File: config.mk
export PLATFORM = sky130hd
export DESIGN_NAME = psg_queue
export DESIGN_NICKNAME = d
export VERILOG_FILES = /design/src/design/psg_pkg.sv /design/src/design/psg_queue.sv
export SDC_FILE = /design/constraint.sdc
export NUM_CORES = 1
export LEC_CHECK = 0
export BUFFER_PORTS_ARGS = -buffer_cell sky130_fd_sc_hd__buf_2
export CAP_MARGIN = 0
export CORE_UTILIZATION = 35
export DETAILED_ROUTE_END_ITERATION = 10
export GPL_ROUTABILITY_DRIVEN = 0
export PLACE_DENSITY_LB_ADDON = 0.3
export SYNTH_ARGS = -nofsm -noshare
export SYNTH_HDL_FRONTEND = slang
export SYNTH_SLANG_ARGS = --single-unit
File: constraint.sdc
create_clock -name i_clk -period 3.5 [get_ports i_clk]
set_input_delay 1.05 -clock i_clk [delete_from_list [all_inputs] [get_ports i_clk]]
set_output_delay 1.05 -clock i_clk [all_outputs]
set_load 0.1 [all_outputs]
File: src/design/psg_pkg.sv
// ----------------------------------------------------------------------------
// psg_pkg
// Shared types and constants of the parametric surface grid vertex unit.
// ----------------------------------------------------------------------------
package psg_pkg;

    typedef enum logic [2:0] {
        REG_SHAPE     = 3'd0,
        REG_RADIUS_A  = 3'd1,
        REG_RADIUS_B  = 3'd2,
        REG_U_STEP    = 3'd3,
        REG_V_STEP    = 3'd4,
        REG_GRID_COLS = 3'd5,
        REG_GRID_ROWS = 3'd6
    } t_reg_idx;

    localparam logic [1:0] SHAPE_TUBE   = 2'd0;
    localparam logic [1:0] SHAPE_SPHERE = 2'd1;
    localparam logic [1:0] SHAPE_TORUS  = 2'd2;

    localparam logic [31:0] Q_A1 = 32'd1686629713;
    localparam logic [31:0] Q_B3 = 32'd693598667;
    localparam logic [31:0] Q_B5 = 32'd85569300;
    localparam logic [31:0] Q_B7 = 32'd5026995;
    localparam logic [31:0] Q_B9 = 32'd172272;

    localparam int QUEUE_DEPTH = 4;
    localparam int QUEUE_AW    = $clog2(QUEUE_DEPTH);

    typedef struct packed {
        logic [1:0]  shape;
        logic [15:0] radius_a;
        logic [15:0] radius_b;
        logic [15:0] u_step;
        logic [15:0] v_step;
        logic [6:0]  grid_cols;
        logic [6:0]  grid_rows;
    } t_cfg;

    typedef struct packed {
        logic        oor;
        logic [11:0] index;
        logic        right;
        logic        down;
        logic [1:0]  shape;
        logic [15:0] pu;
        logic [15:0] pv;
        logic [21:0] rv;
    } t_item;

endpackage

File: src/design/psg_queue.sv
// ----------------------------------------------------------------------------
// psg_queue
// Short item queue between the front classifier and the back evaluator.
// ----------------------------------------------------------------------------
module psg_queue (
    input  logic           i_clk,
    input  logic           i_rst_n,
    input  logic           i_push,
    input  psg_pkg::t_item i_item,
    output logic           o_full,
    input  logic           i_pop,
    output logic           o_valid,
    output psg_pkg::t_item o_item
);
    import psg_pkg::*;

    t_item              r_mem [QUEUE_DEPTH];
    logic [QUEUE_AW-1:0] r_wp;
    logic [QUEUE_AW-1:0] r_rp;
    logic [QUEUE_AW:0]   r_cnt;

    assign o_full  = (r_cnt == (QUEUE_AW+1)'(QUEUE_DEPTH));
    assign o_valid = (r_cnt != '0);
    assign o_item  = r_mem[r_rp];

    always_ff @(posedge i_clk) begin
        if (i_push) begin
            r_mem[r_wp] <= i_item;
        end
    end

    always_ff @(posedge i_clk) begin
        if (!i_rst_n) begin
            r_wp  <= '0;
            r_rp  <= '0;
            r_cnt <= '0;
        end else begin
            if (i_push) begin
                r_wp <= r_wp + 1'b1;
            end
            if (i_pop) begin
                r_rp <= r_rp + 1'b1;
            end
            if (i_push && !i_pop) begin
                r_cnt <= r_cnt + 1'b1;
            end else if (!i_push && i_pop) begin
                r_cnt <= r_cnt - 1'b1;
            end
        end
    end

endmodule

==> reports/results.tsv <==
metric	value	unit
cts.clk_slew.worst_paths	0.06	ns
peakVddDrop	0.000460	V
postSynthCellCount	414	
fp.dieH	177	um
wl	20000	um
endpoint	o_item[33]	
core	0.0300	sq mm
drtAntennaViolNets	0	
cts_resized	0	
row_count	63	
r2r_end	r_mem[3][1]	
clock_path_buffers	3	
fin_crit	3.29	ns
vias_per_cell	4.75	
first_global_vias	5357	
whs	0.546	ns
cts_tree	done	
synth_nets	495	
path_cells	buf_4, mux4_2, buf_2	
cp_top_family	buffers and inverters	
htreeDepth	1	
path_max_fanout	26	
numCtsBuffers	31	
outcome	finished clean	
place_inst	945	
synth_top_area_frac	0.792	
initial_core_util	0.359	
whs_path_depth	2	
cp.required	2.45	ns
rrSetupSlack	1.74	ns
drc	0	
fin_nets	672	
wl_per_cell	19.8	um
worstSetupPathType	flip-flop to output pin	
overflow	0	
worstMarginPinSlew	0.531	ns
leakage	4.38	nW
drv_slew	0	
slew_headroom	0.649	
syn_area	0.0108	sq mm
start_kind	flip-flop	
fin_cells	1008	
r2r_cells	3	
layout_common_cells	284 x edfxtp_1, 147 x buf_2, 70 x mux4_2, 31 x clkbuf_16	
firstDrtPassIters	4	
ys_seq_elements	293	
min_from	r_cnt[2]	
die_area	0.0315	sq mm
rr_startpoint	r_wp[0]	
final_common_cell	edfxtp_1	
final_core_util	0.435	
crit_path_top_delay_cell	dfxtp_4	
syn2layout_area_growth	21.1	%
cp.depth	3	
yosysTopAreaCell	edfxtp_1	
cap_violations	0	
path_buf_inv	2	
power.density	682	mW/mm^2
skew	0.0104	ns
antenna_found_initial	2	
ys_seq_area_frac	0.809	
hold_viol	0	
clkLatencyLatePin	0.55	ns
max_stage_delay	0.65	ns
postSynthAreaPerCell	26.0	sq um
cts-hold-fix-buffers	0	
arrival	2.24	ns
drt_iter0_drc	267	
grt_pass1_wl	30300	um
pre_cts_ws	0.640	ns
port-buffer-count	147	
io_pins	148	
period_share	0.939	
rsz0062_at_grt	false	
track_usage	0.128	
dp_hpwl	12000	um
hold_path.class	flip-flop to flip-flop	
drive_gt1_frac	0.459	
setup_tns	0	ns
synth_cell_types	21	
cts_sinks	293	
synth_warnings	0	
grt_max_degree	57	
clock.fmax	304	MHz
die_x	177	um
synthTopCellsByArea	edfxtp_1 79%, mux4_2 15%, dfxtp_1 1.7%, buf_12 1.3%, ha_1 0.58%	
fin_ws	0.212	ns
num_vias	4789	
end_kind	output pin	
setup_viol	0	
cts_root_buffer	clkbuf_16	
per-stage QoR:
stage                     area, sq um  power, mW
after global routing            13000       9.19
after floorplan                 10800       5.54
final                           13000       8.89
after CTS                       13000       8.99
after detailed placement        12000       5.83
after global placement          12000       5.80
worst min-delay path by stage:
stage,endpoint,slack [ns]
6_report,r_cnt[2],0.55
5_1_grt,r_cnt[2],0.59
4_1_cts,r_cnt[2],0.55
3_5_place_dp,r_cnt[2],0.54
3_3_place_gp,r_cnt[2],0.48
2_1_floorplan,r_cnt[2],0.47
cells by family (layout without fill, tap and decap cells):
group                    count (synthesis)  after routing  synth area share
AO/OA/AOI/OAI                            2              2           0.00116
XOR/XNOR                                 5              5           0.00407
adder cells (fa/ha/maj)                  6              6           0.00767
buffers and inverters                   20            222            0.0191
flip-flops                             293            293             0.809
multiplexers                            73             73             0.151
other                                    0              2                 0
AND/OR/NAND/NOR                         15             15           0.00860
power by group:
part           internal, mW  switching [mW]
clock network          1.88            1.26
registers              4.03          0.0607
logic                 0.363            1.29
worst reg2reg max path, stage by stage (launching register included):
cell     delay [ns]
dfxtp_1        0.40
ha_1           0.17
and2_4         0.44
buf_12         0.33
final cells by class:
type | count | area, sq um
Clock inverter | 13 | 121
Tap cell | 390 | 488
Fill cell | 2604 | 16900
Antenna cell | 2 | 5.00
Multi-Input combinational cell | 101 | 1870
Sequential cell | 293 | 8720
Timing Repair Buffer | 160 | 946
Inverter | 4 | 15.0
Clock buffer | 45 | 878
cell usage after synthesis (all sizes together):
master,n
edfxtp,284
mux4,71
buf,16
and2,9
dfxtp,9
ha,5
inv,4
xor2,3
mux2i,2
nor2b,2
or3,2
xnor2,2
a21boi,1
fa,1
nand2,1
nor3b,1
o21ai,1
sequential cells by signal, indices dropped and copies added (netlist names), named ones only:
signal,cells
r_rp,2
r_cnt,3
r_mem,284
r_wp,2
repair_timing:
item | CTS | global route
setup endpoints to repair | 0 | 5
endpoints found under the hold margin | 0 | 0
setup buffers | 0 | 3
routing by layer:
layer | share of wire | vias up | track usage
met1 | 0.41 | 2501 | 0.158
met5 | 0 | - | 0
met2 | 0.51 | 125 | 0.225
met4 | 0.023 | 0 | 0.0328
met3 | 0.058 | 34 | 0.0308
li1 | - | 2129 | -
No activity file was read; power rests on OpenSTA's default activity.
