`src/design/psg_pkg.sv`:
```
// ----------------------------------------------------------------------------
// psg_pkg
// Shared types and constants of the parametric surface grid vertex unit.
// ----------------------------------------------------------------------------
package psg_pkg;

    typedef enum logic [2:0] {
        REG_SHAPE     = 3'd0,
        REG_RADIUS_A  = 3'd1,
        REG_RADIUS_B  = 3'd2,
        REG_U_STEP    = 3'd3,
        REG_V_STEP    = 3'd4,
        REG_GRID_COLS = 3'd5,
        REG_GRID_ROWS = 3'd6
    } t_reg_idx;

    localparam logic [1:0] SHAPE_TUBE   = 2'd0;
    localparam logic [1:0] SHAPE_SPHERE = 2'd1;
    localparam logic [1:0] SHAPE_TORUS  = 2'd2;

    localparam logic [31:0] Q_A1 = 32'd1686629713;
    localparam logic [31:0] Q_B3 = 32'd693598667;
    localparam logic [31:0] Q_B5 = 32'd85569300;
    localparam logic [31:0] Q_B7 = 32'd5026995;
    localparam logic [31:0] Q_B9 = 32'd172272;

    localparam int QUEUE_DEPTH = 4;
    localparam int QUEUE_AW    = $clog2(QUEUE_DEPTH);

    typedef struct packed {
        logic [1:0]  shape;
        logic [15:0] radius_a;
        logic [15:0] radius_b;
        logic [15:0] u_step;
        logic [15:0] v_step;
        logic [6:0]  grid_cols;
        logic [6:0]  grid_rows;
    } t_cfg;

    typedef struct packed {
        logic        oor;
        logic [11:0] index;
        logic        right;
        logic        down;
        logic [1:0]  shape;
        logic [15:0] pu;
        logic [15:0] pv;
        logic [21:0] rv;
    } t_item;

endpackage

```
`src/design/psg_front.sv`:
```
// ----------------------------------------------------------------------------
// psg_front
// Input side: range check, vertex index, edge flags and phases of a point.
// ----------------------------------------------------------------------------
module psg_front #(
    parameter int MAX_GRID   = 64,
    parameter int ANGLE_BITS = 16
) (
    input  psg_pkg::t_cfg  i_cfg,
    input  logic           i_valid,
    output logic           o_stall,
    input  logic [5:0]     i_col,
    input  logic [5:0]     i_row,
    input  logic           i_full,
    output logic           o_push,
    output psg_pkg::t_item o_item
);
    import psg_pkg::*;

    localparam int          KEEP_SHIFT = (ANGLE_BITS < 16) ? (16 - ANGLE_BITS) : 0;
    localparam logic [15:0] PHASE_KEEP = 16'(16'hFFFF << KEEP_SHIFT);
    localparam logic [8:0]  GRID_MAX   = 9'(MAX_GRID);

    logic [6:0]  cols;
    logic [6:0]  rows;
    logic [12:0] index_full;
    logic [21:0] cu_prod;

    always_comb begin
        cols = ({2'b0, i_cfg.grid_cols} > GRID_MAX) ? GRID_MAX[6:0] : i_cfg.grid_cols;
        rows = ({2'b0, i_cfg.grid_rows} > GRID_MAX) ? GRID_MAX[6:0] : i_cfg.grid_rows;
        index_full = 13'({7'b0, i_col}) + 13'(i_row) * 13'(cols);
        cu_prod    = 22'(i_col) * 22'(i_cfg.u_step);

        o_item.oor   = ({1'b0, i_col} >= cols) || ({1'b0, i_row} >= rows);
        o_item.index = index_full[11:0];
        o_item.right = (7'({1'b0, i_col}) + 7'd1) < cols;
        o_item.down  = (7'({1'b0, i_row}) + 7'd1) < rows;
        o_item.shape = i_cfg.shape;
        o_item.pu    = cu_prod[15:0] & PHASE_KEEP;
        o_item.rv    = 22'(i_row) * 22'(i_cfg.v_step);
        o_item.pv    = o_item.rv[15:0] & PHASE_KEEP;
    end

    assign o_stall = i_full;
    assign o_push  = i_valid && !i_full;

endmodule

```
`config.mk`:
```
export PLATFORM = sky130hd
export DESIGN_NAME = psg_front
export DESIGN_NICKNAME = d
export VERILOG_FILES = /design/src/design/psg_pkg.sv /design/src/design/psg_front.sv
export SDC_FILE = /design/constraint.sdc
export NUM_CORES = 1
export LEC_CHECK = 0
export ABC_AREA = 0
export BUFFER_PORTS_ARGS = -buffer_cell sky130_fd_sc_hd__buf_4
export CORE_MARGIN = 4
export CORE_UTILIZATION = 38
export DETAILED_ROUTE_END_ITERATION = 10
export PLACE_DENSITY_LB_ADDON = 0.25
export SETUP_SLACK_MARGIN = 0.5
export SYNTH_ARGS = -nofsm -noshare
export SYNTH_HDL_FRONTEND = slang
export SYNTH_SLANG_ARGS = --single-unit
```
`constraint.sdc`:
```
create_clock -name vclk -period 11.2
set_input_delay 0.56 -clock vclk [all_inputs]
set_output_delay 0.56 -clock vclk [all_outputs]
set_load 0.01 [all_outputs]
```
==> results.toml <==
[clock_tree]
cts-resized-gates = 0
post_cts_buffers = 0
ctsHoldBuffers = 0

[cells_and_area]
drive_gt1_frac = 0.1390
fillers = 1868
final_cells = 1200
nClkBuffers = 0
ff_latch_area_um2 = 0
mostFrequentLayoutCell = "nand2_1"
nNetsFinal = 1298
area_growth_pct = 14.44
finish.utilization = 0.4482
multi_input_area_mm2 = 0.006365
seq_cell_count = 0
final_cell_mix = "nand2_1 (182), inv_1 (140), buf_4 (131)"
antennaDiodeCount = 0

[placement]
dp_hpwl_um = 13540
portBuffers = 131
dpl.cell_count = 1200
place.gp.congestion = 0.8059
place_ws_ns = 5.436

[grt]
grt_usage = 0.1550
antenna_found_initial = 0
grt_start_max_net_pins = 29
grt_overflow = 0
grt_pass1_vias = 6141
grt_pass1_wl_um = 28920

[synth]
yosysTopAreaCellShare = 0.3509
synth_area_leaders = "fa_1 (35%), ha_1 (19%), nand2_1 (9.6%)"
yosys_warnings = 0
synth_area_leader_cell = "fa_1"
ys_seq_area_frac = 0
syn_inst = 885
ys_types = 37
synth_area_per_cell_um2 = 8.057
syn-cell-area_mm2 = 0.007131
syn_nets = 1210

[sta]
final_max_slew_viol_count = 0
rsz0062_at_grt = "no"
fin_tns_setup_ns = 0
finalSetupViolations = 0
fin_crit_ns = 5.734
fmax_mhz = 174.4
worst_slack_ns = 5.466
worst_slew_pin_slew_ns = 0.6528
hold_violations = 0
relSlewSlack = 0.5591
fin_crit_sh = 0.5120

[floorplanning]
die_h_um = 145.0
core_mm2 = 0.01821
row_count = 49
die_w_um = 145.0
io_pins = 167
die_area_mm2 = 0.02102
start_util = 0.3916

[critical_path]
startpoint_type = "primary input"
cp.required_ns = 10.64
end_kind = "primary output"
worstSetupPathType = "primary input to primary output"
cpPeakStageDelay_ns = 0.56
crit_chain = "buf_4 -> nor2b_1 -> nand2_1 -> fa_1 -> fa_1 -> inv_1 -> fa_1 -> inv_1 -> fa_1 -> inv_1 -> ha_1 -> o21ai_0 -> nor2_1 -> o41ai_1 -> o21ai_0 -> xnor2_1 -> buf_4"
cp.arrival_ns = 5.17
crit_buf_inv = 5
cp_slowest_cell = "fa_1"
path_common_cell = "fa_1"
critPathTopFamily = "adder cells"
crit_fanout = 12

[power]
p_per_area_mw_per_mm2 = 147.2
p_leak_nw = 4.410
ir_worst_vdd_mv = 0.1384
power_w = 0.001201

[drt]
antenna_left = 0
drtPass1Iterations = 4
drt_iter0_drc = 201
vias = 5961
wl_um = 16190
wire_per_inst_um = 13.49
drc_errors = 0
vias_per_cell = 4.968

[hold_path]
hold_path_class = "primary input to primary output"

[flow_run]
drv_cap = 0

[run_status]
status = "finished, final reports clean"
stage by stage:
| step | hold slack, ns | instance area, um^2 |
|---|---|---|
| after floorplan | 1.166 | 7131 |
| after global placement | 1.120 | 8160 |
| after detailed placement | 1.120 | 8160 |
| after CTS | 1.120 | 8160 |
| after global routing | 1.120 | 8160 |
| final | 1.120 | 8160 |
power breakdown:
part	switching [W]	internal (W)
logic	0.000619	0.000582
registers	0	0
clock network	0	0
total	0.000619	0.000582
cell families after synthesis:
logic type / count (synthesis) / synth area share
compound gates: 99 / 0.09265
fa+ha+maj: 231 / 0.5369
buf+inv: 185 / 0.1074
simple gates: 318 / 0.1992
xor+xnor: 52 / 0.06387
layer usage:
metal | GRT usage | routed length (um) | vias to the layer above
met5 | 0 | 0 | -
met4 | 0.004276 | 48 | 0
met3 | 0.007484 | 510 | 4
met2 | 0.2737 | 7899 | 106
met1 | 0.2244 | 7732 | 2923
li1 | - | - | 2928
synth_stat cells, drive strengths merged:
master   count
and3         3
a21oi       23
a41o         1
a21o        14
fa         125
a211oi      11
buf         19
a2111oi      3
nor2b       11
o21a         9
or3          1
a311o        1
o31a         1
a2bb2oi      1
a31oi        2
xnor2       41
ha         106
inv        140
o21ai       22
nor2        39
o32ai        1
nor4b        1
xor2        11
nand2b       4
a31o         2
clkbuf      26
o211ai       3
o311ai       1
nand2      182
nor4         1
and2        58
and4         1
nor3         9
o41ai        3
nand3        8
a221oi       1
area by class of cell:
| type | count | share of cell area |
|---|---|---|
| inverter | 140 | 0.06440 |
| multi-input combinational | 700 | 0.7800 |
| timing repair buffer | 131 | 0.1205 |
| tap | 229 | 0.03511 |
worst paths after layout:
path / end / cells after the start / slack, ns / startpoint
worst max-delay path: o_item[69] / 17 / 5.47 / i_cfg[13]
worst min-delay path: o_item[54] / 0 / 1.12 / i_cfg[78]
Note: power is estimated with default switching activity, not from simulation.
